--- src/assert_macros.svh ---
// assertion helpers shared by the rtl
`ifndef ASSERT_MACROS_SVH
`define ASSERT_MACROS_SVH

// property must hold at every clock edge outside reset
`define ASSERT_HOLDS(label, clk, rst_n, prop, msg) \
    label: assert property (@(posedge clk) disable iff (!rst_n) prop) else $error(msg);

// condition must never be seen outside reset
`define ASSERT_NEVER(label, clk, rst_n, expr, msg) \
    label: assert property (@(posedge clk) disable iff (!rst_n) !(expr)) else $error(msg);

`endif

--- src/dtbi_ram.sv ---
`timescale 1ns / 1ps
module dtbi_ram #(
    parameter int WIDTH = 24,
    parameter int DEPTH = 36
) (
    input  logic                                       aclk,
    input  logic                                       we,
    input  logic [((DEPTH > 1) ? $clog2(DEPTH) : 1)-1:0] waddr,
    input  logic [WIDTH-1:0]                           wdata,
    input  logic                                       re,
    input  logic [((DEPTH > 1) ? $clog2(DEPTH) : 1)-1:0] raddr,
    output logic [WIDTH-1:0]                           rdata
);

    logic [WIDTH-1:0] mem [DEPTH];
    logic [WIDTH-1:0] rdata_reg;

    always_ff @(posedge aclk) begin
        if (we) begin
            mem[waddr] <= wdata;
        end
        if (re) begin
            rdata_reg <= mem[raddr];
        end
    end

    assign rdata = rdata_reg;

endmodule

--- config.mk ---
export PLATFORM = sky130hd
export DESIGN_NAME = dtbi_ram
export DESIGN_NICKNAME = d
export VERILOG_FILES = /design/src/assert_macros.svh /design/src/dtbi_ram.sv
export SDC_FILE = /design/constraint.sdc
export NUM_CORES = 1
export LEC_CHECK = 0
export ABC_AREA = 0
export BUFFER_PORTS_ARGS = -buffer_cell sky130_fd_sc_hd__buf_2
export CAP_MARGIN = 20
export CORE_MARGIN = 3
export CORE_UTILIZATION = 55
export DETAILED_ROUTE_END_ITERATION = 12
export PLACE_DENSITY_LB_ADDON = 0.15
export RECOVER_POWER = 25
export REMOVE_ABC_BUFFERS = 1
export SETUP_SLACK_MARGIN = 0.3
export SLEW_MARGIN = 20
export SYNTH_ARGS = -nofsm -noshare
export SYNTH_HDL_FRONTEND = slang
export SYNTH_SLANG_ARGS = --single-unit
--- constraint.sdc ---
create_clock -name aclk -period 2.5 [get_ports aclk]
set_input_delay 0.25 -clock aclk [delete_from_list [all_inputs] [get_ports aclk]]
set_output_delay 0.25 -clock aclk [all_outputs]
set_load 0.02 [all_outputs]
==> results.toml <==
[run_status]
status = "finished, violations left"
violations = "max-capacitance violations, max-slew violations"

[power]
ir_drop_mv = 0.775
p_leak_nw = 13.6
pwr-share-clk_pct = 40.7
p_comb_share_pct = 5.4
p_switching_mw = 6.45
power.internal_mw = 24.3
switching_share_pct = 20.9
powerDensity_mw_per_mm2 = 775
p_seq_share_pct = 53.9

[global_routing]
grt_usage_pct = 25.6
gr-total-overflow = 0
grt_max_degree = 56
grt_pass1_vias = 17800
grt_antenna_before_repair = 14
grt_pass1_wl_um = 122000

[critical_path]
reg2reg_setup_slack_ns = 0.67
rr_endpoint = "rdata[4]$_DFFE_PP_"
slowest_delay_ns = 1.73
cp_num_buf_inv = 2
crit_type = "in2reg"
crit_required_ns = 2.69
cp-startpoint = "re"
r2r_start = "mem[16][4]$_DFFE_PP_"
worstPathArrival_ns = 2.08
path_cells = "buf_2 -> clkbuf_1"
endpoint_kind = "flip-flop"
ff2ff_path_depth = 5
critical-path-top-delay-family = "buffers and inverters"
critPathSlowestCell = "clkbuf_1"
path_max_fanout = 24
critPathLaunchType = "input pin"

[logic_synthesis]
synth.area.top_cells = "edfxtp_1 77%, mux2i_1 11%, a22oi_1 2.1%"
synth-edff-count = 888
synth_area_mm2 = 0.0347
synthFlopType = "edfxtp_1"
synth_cell_types = 29
yosys.cell_count.top_type = "edfxtp_1"
synthXorXnorAreaFrac_pct = 0
synth_compound_area_share_pct = 7.37
yosys.area.top_type = "edfxtp_1"
synth_area_per_cell_um2 = 19.5
synth-simple-area-share_pct = 1.06
postSynth.asyncResetShare_pct = 0
synthDominantCellAreaShare_pct = 76.9
ys_seq_area_share_pct = 76.9
synth_fa_ha_area_share_pct = 0
yosys-top-cells-count = "888 x edfxtp_1, 384 x mux2i_1, 96 x a22oi_1"
syn_inst = 1776
synth.mux.area_fraction_pct = 12.6
synth_top_family_by_area = "multiplexers"
yosys_warnings = 0
ys_ff_latch = 888

[die]
die_y_um = 257
core_area_mm2 = 0.0621
initial_core_util_pct = 55.9
row_count = 91
io_pins = 63
die_x_um = 257
design.die.area_mm2 = 0.0661

[route]
drt-vias-per-instance = 6.22
totalWireLength_um = 84000
postRouteAntennaNets = 0
drtIter0Drc = 1614
vias = 17800
wl_per_cell_um = 29.4
drcViolationCount = 0
drtPass1Iterations = 5

[timing]
setup_viol = 0
max_slew.worst_pin.slew_ns = 2.45
slew_viol_final = 136
hold_viol = 0
finalCritPeriodShare_pct = 75.6
rsz0062_at_grt = "no"
finalSetupTns_ns = 0
fin_crit_ns = 1.89
fin_worst_skew_ns = 0.0151
max_freq_mhz = 529
holdWs_ns = 0.0943
relSlewSlack_pct = -63.6

[clocking]
cts_resized = 0
cts_root_buf = "clkbuf_16"
cts_hold_buf = 0
path_clk_slew_ns = 0.06
cts.htree.levels = 3
clk_path_buf_depth = 3
numClockSinks = 888
cts_setup_buffers = 0
numCtsBuffers = 88
cts_tree = "built"
insertion_delay_ns = 0.63

[final_layout]
drive_above_1_share_pct = 20.8
design_area_mm2 = 0.0397
area_growth_pct = 14.7
largest_reg_flops = 864
num-nets-final = 1989
final_core_util_pct = 64.1

[hold_path]
hold_path_end = "rdata[19]$_DFFE_PP_"
worstHoldStart = "raddr[5]"
hp-class = "in2reg"
hold_depth = 3

[placed_design]
port_buffers = 62
dp_hpwl_um = 47900
dpl_cell_area_mm2 = 0.0370
place_congestion = 0.776

[run]
cap_viol_max_count = 7
[per-layer routing]
metal  track usage, %  vias up  routed length, µm  part of all wire [%]
li1                 -     7670                  -                     -
met1             36.0     9222              34700                    41
met2             40.1      703              39800                    47
met3             5.01      168               6340                   7.6
met4             9.70       20               3030                   3.6
met5                0        -                112                  0.13
[through the flow]
| step | power, mW | std cells | setup slack, ns |
|---|---|---|---|
| floorplan | 17.6 | 1668 | -2.80 |
| global placement | 18.5 | 2697 | 0.108 |
| detailed placement | 18.6 | 2697 | 0.0852 |
| CTS | 31.0 | 2855 | 0.650 |
| global route | 31.7 | 2855 | 0.587 |
| finish | 30.8 | 2858 | 0.611 |
[worst max path at each step]
| stage | end | slack, ns | cells after the start |
|---|---|---|---|
| after global placement | rdata[4]$_DFFE_PP_ | 0.11 | 7 |
| after floorplan | rdata[22]$_DFFE_PP_ | -2.80 | 5 |
| final | rdata[23]$_DFFE_PP_ | 0.61 | 2 |
| after detailed placement | rdata[4]$_DFFE_PP_ | 0.09 | 7 |
| after CTS | rdata[4]$_DFFE_PP_ | 0.65 | 5 |
| after global routing | rdata[0]$_DFFE_PP_ | 0.59 | 5 |
[power groups by stage]
stage | Sequential [mW] | Clock (mW) | Combinational, mW
after floorplan | 16.9 | 0 | 0.701
after global placement | 16.9 | 0 | 1.65
after detailed placement | 16.9 | 0 | 1.68
after CTS | 16.6 | 12.8 | 1.68
after global routing | 16.6 | 13.4 | 1.76
final | 16.6 | 12.5 | 1.66
[cells by family (layout without fill, tap and decap cells)]
kind of cell | count (synthesis) | after routing
compound gates | 288 | 288
other cells | 0 | 3
simple gates | 84 | 84
buf+inv | 108 | 350
mux | 408 | 408
flops | 888 | 888
[area by class of cell]
cell class | instances | area [µm²]
Clock inverter | 51 | 412
Tap cell | 837 | 1050
Clock buffer | 107 | 2320
Antenna cell | 3 | 7.51
Multi-Input combinational cell | 780 | 7600
Fill cell | 4287 | 22300
Sequential cell | 888 | 26700
Timing Repair Buffer | 192 | 1700
[cell usage in the layout (no fill, tap or decap), types with 24 or more instances in the layout]
master and n:
clkbuf_16 90, nand2_1 27, buf_4 95, buf_12 34, a22o_1 48, a22oi_1 96, edfxtp_1 888, buf_2 44
mux2i_1 384, a21oi_1 48, mux4_2 24, nor2_4 37, a221oi_2 34, o22ai_1 24, clkbuf_1 35, o41ai_2 24
Note: power is estimated with default switching activity, not from simulation.
