$ cat src/assert_macros.svh
// assertion helpers shared by the rtl
`ifndef ASSERT_MACROS_SVH
`define ASSERT_MACROS_SVH

// property must hold at every clock edge outside reset
`define ASSERT_HOLDS(label, clk, rst_n, prop, msg) \
    label: assert property (@(posedge clk) disable iff (!rst_n) prop) else $error(msg);

// condition must never be seen outside reset
`define ASSERT_NEVER(label, clk, rst_n, expr, msg) \
    label: assert property (@(posedge clk) disable iff (!rst_n) !(expr)) else $error(msg);

`endif

$ cat src/dtbi_pkg.sv
`timescale 1ns / 1ps
package dtbi_pkg;

    localparam int ROWS_DEF    = 11;
    localparam int COLS_DEF    = 14;
    localparam int LEVELS_DEF  = 16;

    localparam int FRAC_BITS   = 12;
    localparam int ROW_SPAN    = 10;
    localparam int MACH_SCALE  = 20;
    localparam int MACH_LO_Q   = 4096;
    localparam int MACH_HI_Q   = 57344;

    localparam int S_DATA_W    = 56;
    localparam int M_DATA_W    = 24;
    localparam int LOAD_IDX_W  = 4;
    localparam int VAL_W       = 24;
    localparam int LEVEL_W     = 8;
    localparam int MACH_W      = 16;
    localparam int MS_W        = 21;
    localparam int RQ_W        = 16;
    localparam int IDX_W       = 6;
    localparam int FRAC_W      = 16;
    localparam int DIFF_W      = 25;
    localparam int PROD1_W     = 42;
    localparam int C_W         = 30;
    localparam int PROD2_W     = 47;
    localparam int SUM_W       = 36;
    localparam int NUM_BANKS   = 4;

    localparam logic [VAL_W-1:0] VAL_MAX = {VAL_W{1'b1}};

    typedef enum logic {
        KIND_LOAD   = 1'b0,
        KIND_LOOKUP = 1'b1
    } kind_t;

    typedef struct packed {
        logic                  we;
        logic [LOAD_IDX_W-1:0] row;
        logic [LOAD_IDX_W-1:0] col;
        logic [VAL_W-1:0]      value;
    } load_t;

    typedef struct packed {
        logic              lookup;
        logic [IDX_W-1:0]  ri;
        logic [IDX_W-1:0]  ci;
        logic [FRAC_W-1:0] rf;
        logic [FRAC_W-1:0] cf;
    } look_t;

    typedef struct packed {
        logic              lookup;
        logic              ri0;
        logic              ci0;
        logic [FRAC_W-1:0] rf;
        logic [FRAC_W-1:0] cf;
    } rd_ctl_t;

endpackage

$ cat src/dtbi_skid.sv
`timescale 1ns / 1ps
`include "assert_macros.svh"
module dtbi_skid #(
    parameter int WIDTH = dtbi_pkg::M_DATA_W
) (
    input  logic             aclk,
    input  logic             aresetn,
    input  logic             in_valid,
    input  logic [WIDTH-1:0] in_data,
    output logic             en,
    output logic             m_tvalid,
    input  logic             m_tready,
    output logic [WIDTH-1:0] m_tdata
);

    logic             out_valid_reg;
    logic             out_valid_next;
    logic [WIDTH-1:0] out_data_reg;
    logic [WIDTH-1:0] out_data_next;
    logic             skid_valid_reg;
    logic             skid_valid_next;
    logic [WIDTH-1:0] skid_data_reg;
    logic [WIDTH-1:0] skid_data_next;

    always_comb begin
        out_valid_next  = out_valid_reg;
        out_data_next   = out_data_reg;
        skid_valid_next = skid_valid_reg;
        skid_data_next  = skid_data_reg;
        priority if (skid_valid_reg) begin
            if (m_tready) begin
                out_valid_next  = 1'b1;
                out_data_next   = skid_data_reg;
                skid_valid_next = 1'b0;
            end
        end else if (out_valid_reg && !m_tready) begin
            if (in_valid) begin
                skid_valid_next = 1'b1;
                skid_data_next  = in_data;
            end
        end else begin
            out_valid_next = in_valid;
            out_data_next  = in_data;
        end
    end

    always_ff @(posedge aclk) begin
        if (!aresetn) begin
            out_valid_reg  <= 1'b0;
            skid_valid_reg <= 1'b0;
        end else begin
            out_valid_reg  <= out_valid_next;
            skid_valid_reg <= skid_valid_next;
        end
    end

    always_ff @(posedge aclk) begin
        out_data_reg  <= out_data_next;
        skid_data_reg <= skid_data_next;
    end

    assign en       = !skid_valid_reg;
    assign m_tvalid = out_valid_reg;
    assign m_tdata  = out_data_reg;

    `ASSERT_NEVER(a_skid_behind_out, aclk, aresetn, skid_valid_reg && !out_valid_reg, "skid word without output word")

endmodule

$ cat config.mk
export PLATFORM = sky130hd
export DESIGN_NAME = dtbi_skid
export DESIGN_NICKNAME = d
export VERILOG_FILES = /design/src/dtbi_pkg.sv /design/src/dtbi_skid.sv
export VERILOG_INCLUDE_DIRS = /design/src /design/src/src
export SDC_FILE = /design/constraint.sdc
export NUM_CORES = 1
export LEC_CHECK = 0
export BUFFER_PORTS_ARGS = -buffer_cell sky130_fd_sc_hd__buf_2
export CAP_MARGIN = 10
export CORE_MARGIN = 2
export CORE_UTILIZATION = 30
export CTS_BUF_LIST = sky130_fd_sc_hd__clkbuf_8
export DETAILED_ROUTE_END_ITERATION = 10
export PLACE_DENSITY = 0.63
export SETUP_SLACK_MARGIN = 0.05
export SYNTH_ARGS = -nofsm -noshare
export SYNTH_HDL_FRONTEND = slang
export SYNTH_SLANG_ARGS = --single-unit
$ cat constraint.sdc
create_clock -name aclk -period 5.3 [get_ports aclk]
set_clock_uncertainty 0.05 [all_clocks]
set_input_delay 0.265 -clock aclk [delete_from_list [all_inputs] [get_ports aclk]]
set_output_delay 0.265 -clock aclk [all_outputs]
set_load 0.02 [all_outputs]
==> results.sh <==
export IMPL_outcome="finished clean"
export IMPL_start_util_pct=31.3
export IMPL_grt_pass1_vias=1063
export IMPL_layout_drive_gt1_share_pct=59.2
export IMPL_drt_iter0_drc=50
export IMPL_p_total_uw=741
export IMPL_die_h_microns=82.8
export IMPL_wl_microns=3210
export IMPL_fill_cells=578
export IMPL_postRouteAntennaNets=0
export IMPL_synth_edf_count=48
export IMPL_worst_slew_pin_slew_ns=0.455
export IMPL_numClockSinks=50
export IMPL_setup_viol=0
export IMPL_worstSetupPathType="reg -> out"
export IMPL_arrival_ns=1.31
export IMPL_synth_area_sq_um=1860
export IMPL_ys_ff_latch=50
export IMPL_hold_viol=0
export IMPL_yosysSeqAreaShare_pct=79.5
export IMPL_first_pass_iters=4
export IMPL_worst_setup_path_end_kind="output pin"
export IMPL_syn_inst=86
export IMPL_drc=0
export IMPL_yosysWarnings=0
export IMPL_syn_num_nets=114
export IMPL_synth_cell_type_count=15
export IMPL_synth_top_cells_by_area="edfxtp_1 (77%), mux2_2 (11%), mux2_4 (4.8%), dfxtp_1 (2.1%), buf_8 (0.81%)"
export IMPL_path_delay_family="buffers and inverters"
export IMPL_num_nets_final=174
export IMPL_clk_latency_ns=0.30
export IMPL_synth_top_cell_area_share_pct=77.4
export IMPL_vias=968
export IMPL_routabilityCongestion=0.767
export IMPL_cp_required_ns=4.99
export IMPL_dpl_hpwl_microns=2230
export IMPL_ctsRootBufferMaster="clkbuf_8"
export IMPL_clkTransAtPathRegs_ns=0.08
export IMPL_fin_setup_tns_ns=0
export IMPL_min_period_ns=1.63
export IMPL_cp_num_buf_inv=3
export IMPL_grt_pass1_wl_microns=5330
export IMPL_r2r_slack_ns=3.78
export IMPL_drv_cap=0
export IMPL_cts_tree="built"
export IMPL_io_buffers=53
export IMPL_whs_ns=0.102
export IMPL_yosysMostFrequentCell="edfxtp_1"
export IMPL_fin_crit_sh_pct=30.7
export IMPL_worstPathCellList="buf_4 > inv_1 > buf_2"
export IMPL_synth_common_cells="edfxtp_1 (48), mux2_2 (18), mux2_4 (6)"
export IMPL_die_area_sq_um=6860
export IMPL_rows=28
export IMPL_p_leak_nw=0.896
export IMPL_yosysTopAreaCell="edfxtp_1"
export IMPL_antenna_cells=0
export IMPL_synthArstFlopShare_pct=0
export IMPL_ctsHoldBuffers=0
export IMPL_grt_setup_unrepaired="no"
export IMPL_die_w_microns=82.8
export IMPL_numCtsBuffers=5
export IMPL_dominantRegCellSynth="edfxtp_1"
export IMPL_ir_drop_v=0.000135
export IMPL_slew_limit_headroom_pct=69.6
export IMPL_ios=54
export IMPL_p_per_area_nw_per_um2=319
export IMPL_worstHoldPathType="in -> reg"
export IMPL_max_freq_ghz=0.614
export IMPL_vias_per_cell=4.36
export IMPL_grt_usage_pct=9.92
export IMPL_slew_violations=0
export IMPL_grt_max_degree=29
export IMPL_wl_per_cell_microns=14.5
export IMPL_slowest_delay_ns=0.37
export IMPL_gr_total_overflow=0
export IMPL_cts_resized=0
export IMPL_slowest_stage="dfxtp_1"
export IMPL_postCtsSetupBuffers=0
export IMPL_crit_path_max_fanout=28
export IMPL_cts_buffer_depth=2
export IMPL_cts_max_level=2
export IMPL_avgSynthCellArea_sq_um=21.7
export IMPL_antenna_found_initial=0
export IMPL_start_kind="register"
export IMPL_core_sq_um=5960
export IMPL_area_delta_synth_final_pct=24.5
==> power by group <==
group / internal, mW / total (mW) / switching (mW)
registers: 0.457 / 0.463 / 0.00566
logic: 0.0340 / 0.0806 / 0.0467
clock network: 0.0880 / 0.197 / 0.109
total: 0.579 / 0.741 / 0.162
==> per-stage QoR <==
stage	utilization, %	instances	worst slack, ns	instance area, sq um
floorplan	-	86	2.53	1860
global placement	37.1	213	3.59	2210
detailed placement	37.1	213	3.52	2210
CTS	38.5	221	3.51	2290
global route	38.9	222	3.55	2320
finish	38.9	222	3.67	2320
==> area by class of cell <==
| type | count | area, sq um | area share, % |
|---|---|---|---|
| multi-input combinational | 32 | 353 | 15.2 |
| clock inverter | 3 | 11.3 | 0.485 |
| timing repair buffer | 56 | 308 | 13.3 |
| sequential | 50 | 1480 | 63.9 |
| inverter | 1 | 3.75 | 0.162 |
| clock buffer | 5 | 68.8 | 2.97 |
| tap | 75 | 93.8 | 4.05 |
==> cells in the final DEF, fill, tap and decap left out, drive strengths merged <==
cell type	netlist	final
edfxtp	48	48
nor3	1	1
a21boi	1	1
inv	1	4
clkbuf	0	5
o21bai	1	1
mux2	24	24
nand2	1	1
buf	3	56
dfxtp	2	2
mux2i	1	1
a21oi	1	1
nand2b	2	2
==> logic make-up after synthesis <==
family | count (synthesis) | share of synthesized area [%]
mux | 25 | 16.3
simple gates | 4 | 1.14
compound gates | 3 | 1.07
buf+inv | 4 | 2.01
flops | 50 | 79.5
==> path summary, 6_finish.rpt <==
check | end | start | cells past startpoint
worst min-delay path | skid_data_reg[16]$_DFFE_PP_ | in_data[16] | 1
worst max register to register | skid_data_reg[6]$_DFFE_PP_ | skid_valid_reg$_SDFF_PN0_ | 3
worst max-delay path | en | skid_valid_reg$_SDFF_PN0_ | 3
worst min register to register | m_tdata[21]$_DFFE_PP_ | skid_data_reg[21]$_DFFE_PP_ | 1
==> metal layers <==
layer  wire length, microns  track usage, %
met1                   1320            10.8
met2                   1500            16.1
met3                    338            6.06
met4                     41            3.13
met5                      0               0
(Power assumes the default switching activity.)
