`src/assert_macros.svh`:
```
// assertion helpers shared by the rtl
`ifndef ASSERT_MACROS_SVH
`define ASSERT_MACROS_SVH

// property must hold at every clock edge outside reset
`define ASSERT_HOLDS(label, clk, rst_n, prop, msg) \
    label: assert property (@(posedge clk) disable iff (!rst_n) prop) else $error(msg);

// condition must never be seen outside reset
`define ASSERT_NEVER(label, clk, rst_n, expr, msg) \
    label: assert property (@(posedge clk) disable iff (!rst_n) !(expr)) else $error(msg);

`endif

```
`src/dtbi_pkg.sv`:
```
`timescale 1ns / 1ps
package dtbi_pkg;

    localparam int ROWS_DEF    = 11;
    localparam int COLS_DEF    = 14;
    localparam int LEVELS_DEF  = 16;

    localparam int FRAC_BITS   = 12;
    localparam int ROW_SPAN    = 10;
    localparam int MACH_SCALE  = 20;
    localparam int MACH_LO_Q   = 4096;
    localparam int MACH_HI_Q   = 57344;

    localparam int S_DATA_W    = 56;
    localparam int M_DATA_W    = 24;
    localparam int LOAD_IDX_W  = 4;
    localparam int VAL_W       = 24;
    localparam int LEVEL_W     = 8;
    localparam int MACH_W      = 16;
    localparam int MS_W        = 21;
    localparam int RQ_W        = 16;
    localparam int IDX_W       = 6;
    localparam int FRAC_W      = 16;
    localparam int DIFF_W      = 25;
    localparam int PROD1_W     = 42;
    localparam int C_W         = 30;
    localparam int PROD2_W     = 47;
    localparam int SUM_W       = 36;
    localparam int NUM_BANKS   = 4;

    localparam logic [VAL_W-1:0] VAL_MAX = {VAL_W{1'b1}};

    typedef enum logic {
        KIND_LOAD   = 1'b0,
        KIND_LOOKUP = 1'b1
    } kind_t;

    typedef struct packed {
        logic                  we;
        logic [LOAD_IDX_W-1:0] row;
        logic [LOAD_IDX_W-1:0] col;
        logic [VAL_W-1:0]      value;
    } load_t;

    typedef struct packed {
        logic              lookup;
        logic [IDX_W-1:0]  ri;
        logic [IDX_W-1:0]  ci;
        logic [FRAC_W-1:0] rf;
        logic [FRAC_W-1:0] cf;
    } look_t;

    typedef struct packed {
        logic              lookup;
        logic              ri0;
        logic              ci0;
        logic [FRAC_W-1:0] rf;
        logic [FRAC_W-1:0] cf;
    } rd_ctl_t;

endpackage

```
`src/dtbi_lerp.sv`:
```
`timescale 1ns / 1ps
module dtbi_lerp (
    input  logic                                                 aclk,
    input  logic                                                 aresetn,
    input  logic                                                 en,
    input  dtbi_pkg::rd_ctl_t                                    ctl,
    input  logic [dtbi_pkg::NUM_BANKS-1:0][dtbi_pkg::VAL_W-1:0] bank_rdata,
    output logic                                                 res_valid,
    output logic [dtbi_pkg::VAL_W-1:0]                           res_data
);

    localparam int FB = dtbi_pkg::FRAC_BITS;

    logic [dtbi_pkg::VAL_W-1:0]          v00;
    logic [dtbi_pkg::VAL_W-1:0]          v10;
    logic [dtbi_pkg::VAL_W-1:0]          v01;
    logic [dtbi_pkg::VAL_W-1:0]          v11;
    logic signed [dtbi_pkg::DIFF_W-1:0]  diff0;
    logic signed [dtbi_pkg::DIFF_W-1:0]  diff1;

    logic                                c_valid_reg;
    logic signed [dtbi_pkg::PROD1_W-1:0] p0_reg;
    logic signed [dtbi_pkg::PROD1_W-1:0] p1_reg;
    logic [dtbi_pkg::VAL_W-1:0]          v00_reg;
    logic [dtbi_pkg::VAL_W-1:0]          v01_reg;
    logic [dtbi_pkg::FRAC_W-1:0]         c_cf_reg;
    logic signed [dtbi_pkg::PROD1_W-1:0] p0_next;
    logic signed [dtbi_pkg::PROD1_W-1:0] p1_next;

    logic                                d_valid_reg;
    logic signed [dtbi_pkg::C_W-1:0]     c0_reg;
    logic signed [dtbi_pkg::C_W-1:0]     c1_reg;
    logic [dtbi_pkg::FRAC_W-1:0]         d_cf_reg;
    logic signed [dtbi_pkg::C_W-1:0]     c0_next;
    logic signed [dtbi_pkg::C_W-1:0]     c1_next;

    logic                                e_valid_reg;
    logic signed [dtbi_pkg::C_W-1:0]     e_c0_reg;
    logic signed [dtbi_pkg::C_W-1:0]     d_reg;
    logic [dtbi_pkg::FRAC_W-1:0]         e_cf_reg;
    logic signed [dtbi_pkg::C_W-1:0]     d_next;

    logic                                f_valid_reg;
    logic signed [dtbi_pkg::C_W-1:0]     f_c0_reg;
    logic signed [dtbi_pkg::PROD2_W-1:0] p2_reg;
    logic signed [dtbi_pkg::PROD2_W-1:0] p2_next;

    logic signed [dtbi_pkg::SUM_W-1:0]   sum;

    // banks are indexed by {row parity, column parity}
    always_comb begin
        v00   = bank_rdata[{ctl.ri0, ctl.ci0}];
        v10   = bank_rdata[{~ctl.ri0, ctl.ci0}];
        v01   = bank_rdata[{ctl.ri0, ~ctl.ci0}];
        v11   = bank_rdata[{~ctl.ri0, ~ctl.ci0}];
        diff0 = $signed({1'b0, v10}) - $signed({1'b0, v00});
        diff1 = $signed({1'b0, v11}) - $signed({1'b0, v01});
        p0_next = $signed({1'b0, ctl.rf}) * diff0;
        p1_next = $signed({1'b0, ctl.rf}) * diff1;
    end

    always_comb begin
        c0_next = $signed({{(dtbi_pkg::C_W - dtbi_pkg::VAL_W){1'b0}}, v00_reg})
                  + $signed(p0_reg[dtbi_pkg::PROD1_W-1:FB]);
        c1_next = $signed({{(dtbi_pkg::C_W - dtbi_pkg::VAL_W){1'b0}}, v01_reg})
                  + $signed(p1_reg[dtbi_pkg::PROD1_W-1:FB]);
        d_next  = c1_reg - c0_reg;
        p2_next = $signed({1'b0, e_cf_reg}) * d_reg;
    end

    always_ff @(posedge aclk) begin
        if (!aresetn) begin
            c_valid_reg <= 1'b0;
            d_valid_reg <= 1'b0;
            e_valid_reg <= 1'b0;
            f_valid_reg <= 1'b0;
        end else if (en) begin
            c_valid_reg <= ctl.lookup;
            d_valid_reg <= c_valid_reg;
            e_valid_reg <= d_valid_reg;
            f_valid_reg <= e_valid_reg;
        end
    end

    always_ff @(posedge aclk) begin
        if (en) begin
            p0_reg   <= p0_next;
            p1_reg   <= p1_next;
            v00_reg  <= v00;
            v01_reg  <= v01;
            c_cf_reg <= ctl.cf;
            c0_reg   <= c0_next;
            c1_reg   <= c1_next;
            d_cf_reg <= c_cf_reg;
            e_c0_reg <= c0_reg;
            d_reg    <= d_next;
            e_cf_reg <= d_cf_reg;
            f_c0_reg <= e_c0_reg;
            p2_reg   <= p2_next;
        end
    end

    always_comb begin
        sum = dtbi_pkg::SUM_W'(f_c0_reg)
              + dtbi_pkg::SUM_W'($signed(p2_reg[dtbi_pkg::PROD2_W-1:FB]));
        if (sum[dtbi_pkg::SUM_W-1]) begin
            res_data = '0;
        end else if (sum > $signed({{(dtbi_pkg::SUM_W - dtbi_pkg::VAL_W){1'b0}},
                                    dtbi_pkg::VAL_MAX})) begin
            res_data = dtbi_pkg::VAL_MAX;
        end else begin
            res_data = sum[dtbi_pkg::VAL_W-1:0];
        end
    end

    assign res_valid = f_valid_reg;

endmodule

```
`config.mk`:
```
export PLATFORM = sky130hd
export DESIGN_NAME = dtbi_lerp
export DESIGN_NICKNAME = d
export VERILOG_FILES = /design/src/assert_macros.svh /design/src/dtbi_pkg.sv /design/src/dtbi_lerp.sv
export SDC_FILE = /design/constraint.sdc
export NUM_CORES = 2
export LEC_CHECK = 0
export BUFFER_PORTS_ARGS = -buffer_cell sky130_fd_sc_hd__buf_2
export CAP_MARGIN = 20
export CELL_PAD_IN_SITES_DETAIL_PLACEMENT = 0
export CELL_PAD_IN_SITES_GLOBAL_PLACEMENT = 2
export CORE_UTILIZATION = 38
export DETAILED_ROUTE_END_ITERATION = 8
export PLACE_DENSITY_LB_ADDON = 0.1
export SYNTH_ARGS = -nofsm -noshare
export SYNTH_HDL_FRONTEND = slang
export SYNTH_SLANG_ARGS = --single-unit
```
`constraint.sdc`:
```
create_clock -name aclk -period 11.1 [get_ports aclk]
set_clock_uncertainty 0.2 [all_clocks]
set_input_delay 1.665 -clock aclk [delete_from_list [all_inputs] [get_ports aclk]]
set_output_delay 1.665 -clock aclk [all_outputs]
set_load 0.05 [all_outputs]
```
==> impl_metrics.tcl <==
set metrics [dict create \
    outcome "finished, violations left" \
    violations "design-rule violations" \
    drc 14 \
    instances_no_fill 10200 \
    die_height_microns 424 \
    portBuffers 158 \
    r2r_slack_ps 2410 \
    ctsHtreeMaxLevel 2 \
    met1_length_microns 89700 \
    synth_cell_types 92 \
    synth_edf_count 341 \
    finalMaxSlewViolations 0 \
    drv_cap 0 \
    syn-cell-area_sq_mm 0.0676 \
    relSlewSlack 0.245 \
    r2r_cells 25 \
    synthCells 7318 \
    grt_pass1_vias 54600 \
    dp_hpwl_microns 189000 \
    synth.top_cell.area_share 0.368 \
    rows 154 \
    clock-sinks 345 \
    worst_setup_path_end_kind "flip-flop" \
    yosysWarnings 0 \
    grt.total_usage 0.252 \
    dr.pass1.iters 9 \
    clock_latency_ps 670 \
    async_flop_share 0 \
    clockBufferDepth 3 \
    slowest_delay_ps 520 \
    fin_crit_sh 0.970 \
    grt_overflow 0 \
    drive_gt1_frac 0.131 \
    placed_cells 10100 \
    syn_avg_cell_area_sq_um 9.24 \
    met3WireLength_microns 6030 \
    syn_to_final_growth_pct 13.4 \
    num_vias 51100 \
    crit_fanout 5 \
    hold_path.class "flip-flop to flip-flop" \
    min_period_ps 10770 \
    wl_per_cell_microns 21.9 \
    wl_met2_microns 118000 \
    holdPathStages 0 \
    hold_viol 0 \
    detail-route-antenna-nets 0 \
    initial_core_util 0.383 \
    synthTopCellsByCount "inv_1 (1588), fa_1 (1243), nand2_1 (873)" \
    root_buffer "clkbuf_16" \
    place.gp.congestion 0.913 \
    holdPathEnd "d_cf_reg[1]" \
    yosys-top-cells-area "fa_1 (37%), edfxtp_1 (15%), inv_1 (8.8%)" \
    nets 9664 \
    holdCritStartpoint "c_cf_reg[1]" \
    setup.worst_path.class "primary input to flip-flop" \
    largest_reg_flops 35 \
    core_area_sq_mm 0.176 \
    yosysTopAreaCell "fa_1" \
    setup_viol 0 \
    post-route-util 0.434 \
    timing.hold.ws_ps 203 \
    antenna_found_initial 7 \
    drtIter0Drc 2305 \
    synth_most_common_cell "inv_1" \
    cts_made_buffers 42 \
    tritoncts "yes" \
    place_ws_ps -860 \
    cp_common_cell "fa_1" \
    slowest_stage "fa_1" \
    start_kind "primary input" \
    synth_seq_area_share 0.153 \
    vias_per_cell 5.02 \
    worst_pin_slew_ps 1120 \
    layout_setup_ws_ps 332 \
    grt_pass1_wl_microns 340000 \
    r2r-end "p2_reg[46]" \
    fmax_mhz 92.9 \
    crit_arrival_ps 10960 \
    synthFlopType "edfxtp_1" \
    synth_fp_nets 9168 \
    grt_max_degree 112 \
    worstPathRequired_ps 11290 \
    path_clk_slew_ps 60 \
    pin_count 159 \
    timing.rr.start "e_cf_reg[4]" \
    routed_wl_microns 223000 \
    ys_ff_latch 345 \
    top_layer "met4" \
    die_w_microns 424 \
    die_area_sq_mm 0.180 \
]
## routing by layer
layer / up-vias / GRT usage
met2: 859 / 0.469
li1: 23800 / -
met1: 26200 / 0.302
met5: - / 0
met3: 267 / 0.0144
met4: 0 / 0.0931
## critical path, delay by kind of cell
family / cells / cell delay (ps)
buffers and inverters: 10 / 1230
AND/OR/NAND/NOR: 6 / 1010
adder cells (fa/ha/maj): 8 / 3860
AO/OA/AOI/OAI: 18 / 2780
multiplexers: 1 / 370
## stage by stage
stage	TNS (ps)	instance area, sq um
after detailed placement	-9570	75100
after floorplan	0	67600
after global placement	-8630	75100
final	0	76600
after global routing	-48.4	76600
after CTS	0	76500
## cells in the final DEF, fill, tap and decap left out, drive strengths merged, types with 16 or more instances in the layout
master and count:
o21a 49, mux2 57, nor4 23, and3 54, and2 404, a31oi 25, o21ai 168, nand2b 59
a21oi 252, a21boi 22, o2111ai 25, inv 1596, a211oi 33, nor2b 42, buf 813, xnor2 156
mux2i 57, a21o 93, or4 16, nand4 27, o21bai 28, o211a 21, edfxtp 341, nand3 143
clkbuf 46, ha 473, nand2 873, nor2 277, nor3 115, o31ai 29, fa 1243, or3 22
xor2 68, clkinv 20
## what timing repair did
action	CTS	global route
gates resized for setup	5	26
pin swaps	2	17
buffers inserted	0	5
endpoints found under the setup margin	5	14
cloned	0	0
hold buffers	0	0
## final cells by class
type | instances | area, sq um
clock inverter | 30 | 294
antenna | 1 | 2.50
clock buffer | 46 | 1070
inverter | 1592 | 5980
sequential | 345 | 10300
multi-input combinational | 5020 | 50000
tap | 2340 | 2930
timing repair buffer | 813 | 6000
fill | 17600 | 99900
## kinds of logic after synthesis
group | share of synthesized area
fa+ha+maj | 0.456
flops | 0.153
mux | 0.0193
xor+xnor | 0.0290
compound gates | 0.0837
buf+inv | 0.109
simple gates | 0.150
## how the worst max path moves through the flow
stage	startpoint	to
after floorplan	ctl[32]	p1_reg[40]
after global placement	ctl[32]	p1_reg[40]
after detailed placement	ctl[32]	p1_reg[40]
after CTS	ctl[32]	p1_reg[41]
after global routing	ctl[32]	p1_reg[41]
final	ctl[32]	p1_reg[41]
Power is not shown: default switching activity piles up to over one toggle a cycle in this logic, so the estimate is an artifact.
