**src/assert_macros.svh**
```systemverilog
// assertion helpers shared by the rtl
`ifndef ASSERT_MACROS_SVH
`define ASSERT_MACROS_SVH

// property must hold at every clock edge outside reset
`define ASSERT_HOLDS(label, clk, rst_n, prop, msg) \
    label: assert property (@(posedge clk) disable iff (!rst_n) prop) else $error(msg);

// condition must never be seen outside reset
`define ASSERT_NEVER(label, clk, rst_n, expr, msg) \
    label: assert property (@(posedge clk) disable iff (!rst_n) !(expr)) else $error(msg);

`endif

```
**src/dtbi_pkg.sv**
```systemverilog
`timescale 1ns / 1ps
package dtbi_pkg;

    localparam int ROWS_DEF    = 11;
    localparam int COLS_DEF    = 14;
    localparam int LEVELS_DEF  = 16;

    localparam int FRAC_BITS   = 12;
    localparam int ROW_SPAN    = 10;
    localparam int MACH_SCALE  = 20;
    localparam int MACH_LO_Q   = 4096;
    localparam int MACH_HI_Q   = 57344;

    localparam int S_DATA_W    = 56;
    localparam int M_DATA_W    = 24;
    localparam int LOAD_IDX_W  = 4;
    localparam int VAL_W       = 24;
    localparam int LEVEL_W     = 8;
    localparam int MACH_W      = 16;
    localparam int MS_W        = 21;
    localparam int RQ_W        = 16;
    localparam int IDX_W       = 6;
    localparam int FRAC_W      = 16;
    localparam int DIFF_W      = 25;
    localparam int PROD1_W     = 42;
    localparam int C_W         = 30;
    localparam int PROD2_W     = 47;
    localparam int SUM_W       = 36;
    localparam int NUM_BANKS   = 4;

    localparam logic [VAL_W-1:0] VAL_MAX = {VAL_W{1'b1}};

    typedef enum logic {
        KIND_LOAD   = 1'b0,
        KIND_LOOKUP = 1'b1
    } kind_t;

    typedef struct packed {
        logic                  we;
        logic [LOAD_IDX_W-1:0] row;
        logic [LOAD_IDX_W-1:0] col;
        logic [VAL_W-1:0]      value;
    } load_t;

    typedef struct packed {
        logic              lookup;
        logic [IDX_W-1:0]  ri;
        logic [IDX_W-1:0]  ci;
        logic [FRAC_W-1:0] rf;
        logic [FRAC_W-1:0] cf;
    } look_t;

    typedef struct packed {
        logic              lookup;
        logic              ri0;
        logic              ci0;
        logic [FRAC_W-1:0] rf;
        logic [FRAC_W-1:0] cf;
    } rd_ctl_t;

endpackage

```
**src/dtbi_index.sv**
```systemverilog
`timescale 1ns / 1ps
module dtbi_index #(
    parameter int ROWS   = dtbi_pkg::ROWS_DEF,
    parameter int COLS   = dtbi_pkg::COLS_DEF,
    parameter int LEVELS = dtbi_pkg::LEVELS_DEF
) (
    input  logic                          aclk,
    input  logic                          aresetn,
    input  logic                          en,
    input  logic                          in_valid,
    input  logic                          in_kind,
    input  logic [dtbi_pkg::S_DATA_W-1:0] in_data,
    output dtbi_pkg::look_t               look,
    output dtbi_pkg::load_t               load
);

    localparam int LEV_IDX_W = (LEVELS > 1) ? $clog2(LEVELS) : 1;
    localparam logic [LEV_IDX_W-1:0] LEV_TOP = LEV_IDX_W'(LEVELS - 1);
    localparam int RI_RAW_W = dtbi_pkg::RQ_W - dtbi_pkg::FRAC_BITS;
    localparam int SUB_W = dtbi_pkg::IDX_W + dtbi_pkg::FRAC_BITS;

    logic [dtbi_pkg::RQ_W-1:0]       rq_tab [LEVELS];
    logic [dtbi_pkg::LOAD_IDX_W-1:0] ld_row;
    logic [dtbi_pkg::LOAD_IDX_W-1:0] ld_col;
    logic [dtbi_pkg::VAL_W-1:0]      ld_value;
    logic [dtbi_pkg::LEVEL_W-1:0]    level;
    logic [dtbi_pkg::MACH_W-1:0]     mach;
    logic [LEV_IDX_W-1:0]            lev_sat;
    logic [dtbi_pkg::RQ_W-1:0]       rq;
    logic [dtbi_pkg::MS_W-1:0]       ms;
    logic [dtbi_pkg::MS_W-1:0]       ms_clamp;
    logic [dtbi_pkg::RQ_W-1:0]       mq;
    logic [dtbi_pkg::IDX_W-1:0]      ri_raw;
    logic [dtbi_pkg::IDX_W-1:0]      ci_raw;
    logic [dtbi_pkg::IDX_W-1:0]      ri;
    logic [dtbi_pkg::IDX_W-1:0]      ci;
    dtbi_pkg::look_t                 look_next;
    dtbi_pkg::load_t                 load_next;
    dtbi_pkg::look_t                 look_reg;
    dtbi_pkg::load_t                 load_reg;

    for (genvar g = 0; g < LEVELS; g++) begin : g_rq
        localparam int RQ_VAL =
            g * dtbi_pkg::ROW_SPAN * (1 << dtbi_pkg::FRAC_BITS) / (LEVELS - 1);
        assign rq_tab[g] = dtbi_pkg::RQ_W'(RQ_VAL);
    end

    // tdata fields
    assign ld_row   = in_data[3:0];
    assign ld_col   = in_data[7:4];
    assign ld_value = in_data[31:8];
    assign level    = in_data[39:32];
    assign mach     = in_data[55:40];

    always_comb begin
        if (level > dtbi_pkg::LEVEL_W'(LEVELS - 1)) begin
            lev_sat = LEV_TOP;
        end else begin
            lev_sat = level[LEV_IDX_W-1:0];
        end
        rq = rq_tab[lev_sat];

        ms = dtbi_pkg::MS_W'(mach) * dtbi_pkg::MS_W'(dtbi_pkg::MACH_SCALE);
        if (ms < dtbi_pkg::MS_W'(dtbi_pkg::MACH_LO_Q)) begin
            ms_clamp = dtbi_pkg::MS_W'(dtbi_pkg::MACH_LO_Q);
        end else if (ms > dtbi_pkg::MS_W'(dtbi_pkg::MACH_HI_Q)) begin
            ms_clamp = dtbi_pkg::MS_W'(dtbi_pkg::MACH_HI_Q);
        end else begin
            ms_clamp = ms;
        end
        mq = dtbi_pkg::RQ_W'(ms_clamp - dtbi_pkg::MS_W'(dtbi_pkg::MACH_LO_Q));

        ri_raw = dtbi_pkg::IDX_W'(rq[dtbi_pkg::RQ_W-1 -: RI_RAW_W]);
        ci_raw = dtbi_pkg::IDX_W'(mq[dtbi_pkg::RQ_W-1 -: RI_RAW_W]);
        if (ri_raw >= dtbi_pkg::IDX_W'(ROWS - 1)) begin
            ri = dtbi_pkg::IDX_W'(ROWS - 2);
        end else begin
            ri = ri_raw;
        end
        if (ci_raw >= dtbi_pkg::IDX_W'(COLS - 1)) begin
            ci = dtbi_pkg::IDX_W'(COLS - 2);
        end else begin
            ci = ci_raw;
        end

        look_next.lookup = in_valid && (in_kind == dtbi_pkg::KIND_LOOKUP);
        look_next.ri     = ri;
        look_next.ci     = ci;
        look_next.rf     = dtbi_pkg::FRAC_W'(SUB_W'(rq) - {ri, {dtbi_pkg::FRAC_BITS{1'b0}}});
        look_next.cf     = dtbi_pkg::FRAC_W'(SUB_W'(mq) - {ci, {dtbi_pkg::FRAC_BITS{1'b0}}});

        load_next.we    = in_valid && (in_kind == dtbi_pkg::KIND_LOAD)
                          && (32'(ld_row) < ROWS) && (32'(ld_col) < COLS);
        load_next.row   = ld_row;
        load_next.col   = ld_col;
        load_next.value = ld_value;
    end

    always_ff @(posedge aclk) begin
        if (!aresetn) begin
            look_reg.lookup <= 1'b0;
            load_reg.we     <= 1'b0;
        end else if (en) begin
            look_reg <= look_next;
            load_reg <= load_next;
        end
    end

    assign look = look_reg;
    assign load = load_reg;

endmodule

```
**config.mk**
```make
export PLATFORM = sky130hd
export DESIGN_NAME = dtbi_index
export DESIGN_NICKNAME = d
export VERILOG_FILES = /design/src/assert_macros.svh /design/src/dtbi_pkg.sv /design/src/dtbi_index.sv
export SDC_FILE = /design/constraint.sdc
export NUM_CORES = 1
export LEC_CHECK = 0
export ABC_AREA = 1
export BUFFER_PORTS_ARGS = -buffer_cell sky130_fd_sc_hd__clkbuf_2
export CORE_UTILIZATION = 49
export DETAILED_ROUTE_END_ITERATION = 8
export GPL_ROUTABILITY_DRIVEN = 0
export MAX_ROUTING_LAYER = met4
export PLACE_DENSITY = 0.78
export SLEW_MARGIN = 20
export SYNTH_ARGS = -nofsm -noshare
export SYNTH_HDL_FRONTEND = slang
export SYNTH_SLANG_ARGS = --single-unit
```
**constraint.sdc**
```tcl
create_clock -name aclk -period 5.7 [get_ports aclk]
set_clock_uncertainty 0.2 [all_clocks]
set_input_delay 0 -clock aclk [delete_from_list [all_inputs] [get_ports aclk]]
set_output_delay 0 -clock aclk [all_outputs]
set_load 0.05 [all_outputs]
```
==> results of run 1 <==
## kinds of logic after synthesis
logic type | count (synthesis)
buffers and inverters | 82
DFF | 62
muxes | 1
other | 2
xor gates and xnor gates | 8
and+or+nand+nor | 153
AOI/OAI and AO/OA | 24
adders and majority gates | 38
## power breakdown
| part | total [mW] | switching [mW] | internal, mW |
|---|---|---|---|
| combinational | 0.430 | 0.303 | 0.127 |
| sequential | 0.554 | 0.0124 | 0.542 |
| clock | 0.409 | 0.163 | 0.245 |
## stage by stage
| step | std cells | hold slack (ps) |
|---|---|---|
| after floorplan | 376 | -107 |
| after global placement | 591 | -22.4 |
| after detailed placement | 591 | -21.3 |
| after CTS | 652 | 48.8 |
| after global routing | 652 | 110 |
| final | 653 | 88.3 |
## worst max-delay path, delay by kind of cell
kind                       cells  cell delay, ps
adders and majority gates      5            1330
buffers and inverters          6             930
and+or+nand+nor               18            1560
## layer usage
layer	routed length, um	global-route usage [%]
met1	3340	24.4
met2	4750	44.7
met3	668	4.66
met4	228	11.1
met5	0	-
## path summary, 6_finish.rpt
check	startpoint	to
setup / recovery	in_data[41]	look[14]
hold / removal	in_data[43]	look[5]
setup reg to reg	load[32]	load[32]
hold reg to reg	look[44]	look[44]
## layout make-up
cell class / instances / area (um2)
antenna: 1 / 2.50
clock buffer: 10 / 128
clock inverter: 6 / 86.3
fill: 543 / 2220
inverter: 66 / 250
multi-input combinational: 232 / 1460
sequential: 62 / 1840
tap: 99 / 124
timing repair buffer: 177 / 1110
## placed cells by master, fill, tap and decap left out, types with 2 or more instances in the layout
| cell | n |
|---|---|
| nand2_2 | 8 |
| xor2_1 | 4 |
| inv_1 | 63 |
| xnor2_1 | 4 |
| nand4_1 | 7 |
| nand2_1 | 76 |
| bufinv_16 | 2 |
| nor2_4 | 2 |
| clkbuf_8 | 9 |
| o21ai_0 | 6 |
| nand3_2 | 4 |
| clkinv_2 | 2 |
| a21oi_1 | 11 |
| clkbuf_2 | 132 |
| nand3_1 | 18 |
| dfxtp_1 | 2 |
| nor3_1 | 2 |
| dlygate4sd3_1 | 45 |
| ha_1 | 37 |
| nor2_1 | 27 |
| nor2_2 | 4 |
| inv_2 | 2 |
| edfxtp_1 | 60 |
| conb_1 | 8 |
==> results.tsv, run 1 <==
stage	metric	value	unit
global_route	grt_max_degree	61	
routing	drc	0	
global_route	grt_pass1_wl	13700	um
critical_path	worst-path-max-fanout	6	
routing	num_vias	3138	
synth	synth-main-ff-cell	edfxtp_1	
synth	yosys-top-cells-count	76 x nand2_1, 64 x inv_1, 60 x edfxtp_1, 37 x ha_1, 27 x nor2_1	
critical_path	reg2regPathDepth	3	
die	dieWidth	88.2	um
sta	setup_viol	0	
sta	min_period_over_period	69.6	%
clock_tree	cts_sinks	62	
synth	synth-simple-area-share	19.5	%
synth	synthTopCellsByArea	edfxtp_1 49%, ha_1 13%, nand2_1 7.8%, inv_1 6.6%, buf_4 3.3%	
clock_tree	cts_tree	yes	
critical_path	cp_common_cell	nand2_1	
critical_path	rrSetupSlack	4200	ps
synth	synth_most_common_cell	nand2_1	
critical_path	cpPeakStageDelay	540	ps
sta	fin_crit	3970	ps
pwr	power	1.39	mW
clock_tree	clk_pin_slew	60	ps
sta	maxSlewHeadroom	53.6	%
sta	fin_tns_setup	0	ps
hold_path	min_path_cells	5	
synth	ys_seq_elements	62	
clock_tree	post_cts_buffers	0	
synth	synth_top_family_by_area	simple AND/OR/NAND/NOR gates	
global_route	grt_pass1_vias	2996	
layout	syn2layout_area_growth	37.2	%
layout	largest_reg_flops	33	
layout	drive_gt1_share	31.3	%
synth	synth_top_area_share	49.5	%
pwr	p_leak	2.51	nW
routing	ant_nets	0	
sta	hold_viol	0	
routing	via_per_inst	4.81	
synth	synthMuxAreaShare	0.275	%
global_route	grt_overflow	0	
routing	wirelength	8980	um
synth	synth_compound_area_share	4.19	%
die	die_area	0.00778	mm2
clock_tree	clk_latency	320	ps
sta	rsz0062_at_grt	no	
flow_run	max-cap-violations	0	
clock_tree	cts_resized	0	
die	io-pin-count	139	
critical_path	required	5580	ps
routing	drt_first_pass_iters	6	
outcome	outcome	complete, no violations	
synth	synth.avg_cell_area	9.84	um2
clock_tree	cts-buffers-inserted	9	
layout	final_area	0.00500	mm2
global_route	grtUsageTotal	24.1	%
hold_path	hold_path_class	in -> reg	
global_route	antenna_found_initial	0	
routing	drt_iter0_drc	149	
place	postPlaceCellArea	0.00433	mm2
sta	slew_viol_final	0	
routing	wire_per_inst	13.8	um
synth	synth_adder_area_share	13.3	%
sta	fmax	0.252	GHz
critical_path	cp-start-kind	input pin	
synth	netlist_area	0.00364	mm2
synth	synth-seq-area-share	50.6	%
critical_path	crit_type	in -> reg	
synth	synth_edf_count	60	
place	pre_cts_ws	1960	ps
clock_tree	cts-root-buf	clkbuf_8	
synth	syn_inst	370	
clock_tree	cts_hold_buf	45	
synth	synth_cell_types	34	
die	fp-row-count	31	
sta	setup_ws	1730	ps
die	fp.dieH	88.2	um
pwr	peakVddDrop	0.000111	V
place	portBuffers	132	
critical_path	cp-end-kind	flop	
die	start_util	50.5	%
synth	async_reset_ff_share	0	%
critical_path	cp_slowest_cell	dlygate4sd3_1	
die	coreArea	0.00721	mm2
layout	final_core_util	69.3	%
synth	yosysTopAreaCell	edfxtp_1	
clock_tree	clockBufferDepth	2	
layout	fin_nets	647	
pwr	power.density	279	mW/mm2
critical_path	worstPathArrival	3850	ps
sta	worst_pin_slew	696	ps
synth	synth_xor_area_share	1.92	%
place	dpl.hpwl	6060	um
clock_tree	cts.htree.levels	3	
synth	yosysWarnings	0	
No activity file was read; power rests on OpenSTA's default activity.
==> run 2: changes to the inputs <==
- clock period: 5.7 -> 3.7 ns (I/O delays scaled with it)
==> results.tsv, run 2 (synthesis results as in run 1) <==
stage	metric	value	unit	change
flow_run	max-cap-violations	0		unchanged
global_route	grtUsageTotal	24.3	%	+0.13 points
critical_path	cp_slowest_cell	fa_2		
global_route	antenna_found_initial	0		unchanged
clock_tree	clockBufferDepth	2		unchanged
pwr	power_switching	746	uW	+56%
critical_path	required	3590	ps	-1990 ps
global_route	grt_overflow	0		unchanged
place	portBuffers	132		unchanged
global_route	grt_pass1_vias	3044		+1.6%
layout	fin_cells	654		+0.15%
critical_path	cpPeakStageDelay	360	ps	-180 ps
sta	min_period_over_period	90.8	%	
hold_path	min_path_cells	5		unchanged
die	fp.dieH	88.2	um	unchanged
sta	hold_viol	0		unchanged
sta	finalHoldWorstSlack	84.9	ps	-3.46 ps
critical_path	cp_common_cell	nand2_1		
pwr	clkPwrFrac	29.3	%	about the same
place	pre_cts_ws	-32.1	ps	-1990 ps
pwr	power_frac_seq	39.4	%	-0.4 points
global_route	grt_pass1_wl	14000	um	+2.1%
die	io-pin-count	139		unchanged
layout	drive_gt1_share	31.9	%	+0.61 points
pwr	combPwrFrac	31.3	%	+0.4 points
critical_path	r2r_start	load[32]		
sta	rsz0062_at_grt	no		
hold_path	holdPathEnd	look[5]		
layout	final_core_util	69.5	%	+0.17 points
clock_tree	cts-buffers-inserted	9		unchanged
place	postPlaceCellArea	0.00433	mm2	unchanged
sta	maxSlewHeadroom	52.7	%	-0.83 points
die	start_util	50.5	%	unchanged
critical_path	crit_type	in -> reg		
layout	num_antenna_cells	0		-1
place	dp.cells	591		unchanged
sta	fin_tns_setup	0	ps	unchanged
routing	drt_iter0_drc	115		-23%
critical_path	cp-end-kind	flop		
pwr	p_leak	2.51	nW	+0.28%
critical_path	critical-path-top-delay-family	simple AND/OR/NAND/NOR gates		
routing	wire_per_inst	13.8	um	+0.21%
clock_tree	clk_pin_slew	70	ps	about the same
layout	multi_input_area	0.00146	mm2	+0.17%
layout	syn2layout_area_growth	37.6	%	
pwr	power.density	431	mW/mm2	+55%
die	dieWidth	88.2	um	unchanged
routing	ant_nets	0		unchanged
die	coreArea	0.00721	mm2	unchanged
layout	mostFrequentLayoutCell	clkbuf_2		
critical_path	reg2regPathDepth	3		unchanged
pwr	p_int	1.42	mW	+55%
layout	layout_common_cells	132 x clkbuf_2, 76 x nand2_1, 63 x inv_1		
layout	largest_reg_flops	33		unchanged
routing	drc	0		unchanged
sta	worst_pin_slew	709	ps	+12.5 ps
die	fp-row-count	31		unchanged
critical_path	crit_buf_inv	4		-2
place	dpl.hpwl	6070	um	+0.29%
sta	slew_viol_final	0		unchanged
sta	fmax	0.298	GHz	
hold_path	hold_path_class	in -> reg		
layout	fin_nets	649		+0.31%
pwr	switching_share	34.5	%	+0.11 points
clock_tree	clk_latency	330	ps	about the same
pwr	power	2.16	mW	+55%
global_route	grt_max_degree	61		unchanged
routing	num_vias	3138		unchanged
critical_path	cp-start-kind	input pin		
layout	nFillCells	549		+1.1%
sta	fin_crit	3360	ps	
critical_path	rrSetupSlack	2280	ps	-1920 ps
routing	wirelength	9020	um	+0.37%
pwr	peakVddDrop	0.000206	V	+85%
layout	final_area	0.00501	mm2	+0.25%
critical_path	worst-path-max-fanout	6		unchanged
hold_path	hold_start	in_data[43]		
critical_path	worstPathArrival	3250	ps	-600 ps
sta	setup_viol	0		unchanged
die	die_area	0.00778	mm2	unchanged
routing	via_per_inst	4.80		-0.15%
clock_tree	cts_sinks	62		unchanged
clock_tree	cts.htree.levels	3		unchanged
outcome	outcome	complete, no violations		
routing	drt_first_pass_iters	4		-2
layout	seq_area	0.00184	mm2	unchanged
critical_path	cp_cell_sequence	clkbuf_2, ha_1, ha_1, fa_2, nand2_1, nand2_1, nand4_1, nand2_2, xnor2_1, nand3_1, nor3_1, nand2_1, nand2_1, inv_1, ha_1, inv_1, nand2_1, nand2_2, nand4_2, ha_1, inv_1, nand2_1, nand2_1, nand2_1		
clock_tree	cts_tree	yes		
sta	setup_ws	342	ps	-1390 ps
clock_tree	cts-root-buf	clkbuf_8		
critical_path	r2r_end	load[32]		
-- run 2: changes by cell type in the layout (fill, tap and decap cells not counted), sizes merged --
cell / change
buf: +3
diode: -1
dlygate4sd3: -1
-- run 2: final cells by class --
type	instances	area share [%]
repair buffers	179	22.4
well taps	99	2.47
multi-input cells	232	29.1
clock buffers	10	2.55
clock inverters	6	1.72
flip-flops and latches	62	36.8
inverters	66	4.99
-- run 2: worst max path at each step --
stage	cells after the start	slack, ps	endpoint	start
after floorplan	27	380	look[14]	in_data[41]
after CTS	28	320	look[14]	in_data[41]
final	24	340	look[14]	in_data[41]
after detailed placement	28	-30	look[14]	in_data[41]
after global routing	26	3	look[14]	in_data[41]
after global placement	28	120	look[14]	in_data[41]
-- run 2: power by group through the flow --
stage	combinational (mW)	sequential [mW]	clock (mW)
final	0.676	0.852	0.634
after global routing	0.738	0.857	0.676
after CTS	0.659	0.850	0.636
after detailed placement	0.620	0.865	0
after global placement	0.607	0.864	0
after floorplan	0.306	1.04	0
-- run 2: what timing repair did --
item / in CTS / in global routing
hold buffers: 44 / 0
setup buffers: 0 / 3
gates resized for setup: 0 / 1
setup endpoints to repair: 0 / 1
hold endpoints to repair: 39 / 0
-- run 2: worst reg2reg max path, cell delays in order (launching register included) --
cell and delay (ps):
dfxtp_1 320, o21ai_0 170, a21oi_1 60, dlygate4sd3_1 560
-- run 2: layer usage --
layer	global-route usage, %	vias to the layer above	wire [um]
met5	-	-	0
met4	8.65	0	185
met3	5.22	16	607
met2	44.5	120	4660
met1	25.6	1437	3560
li1	-	1565	-
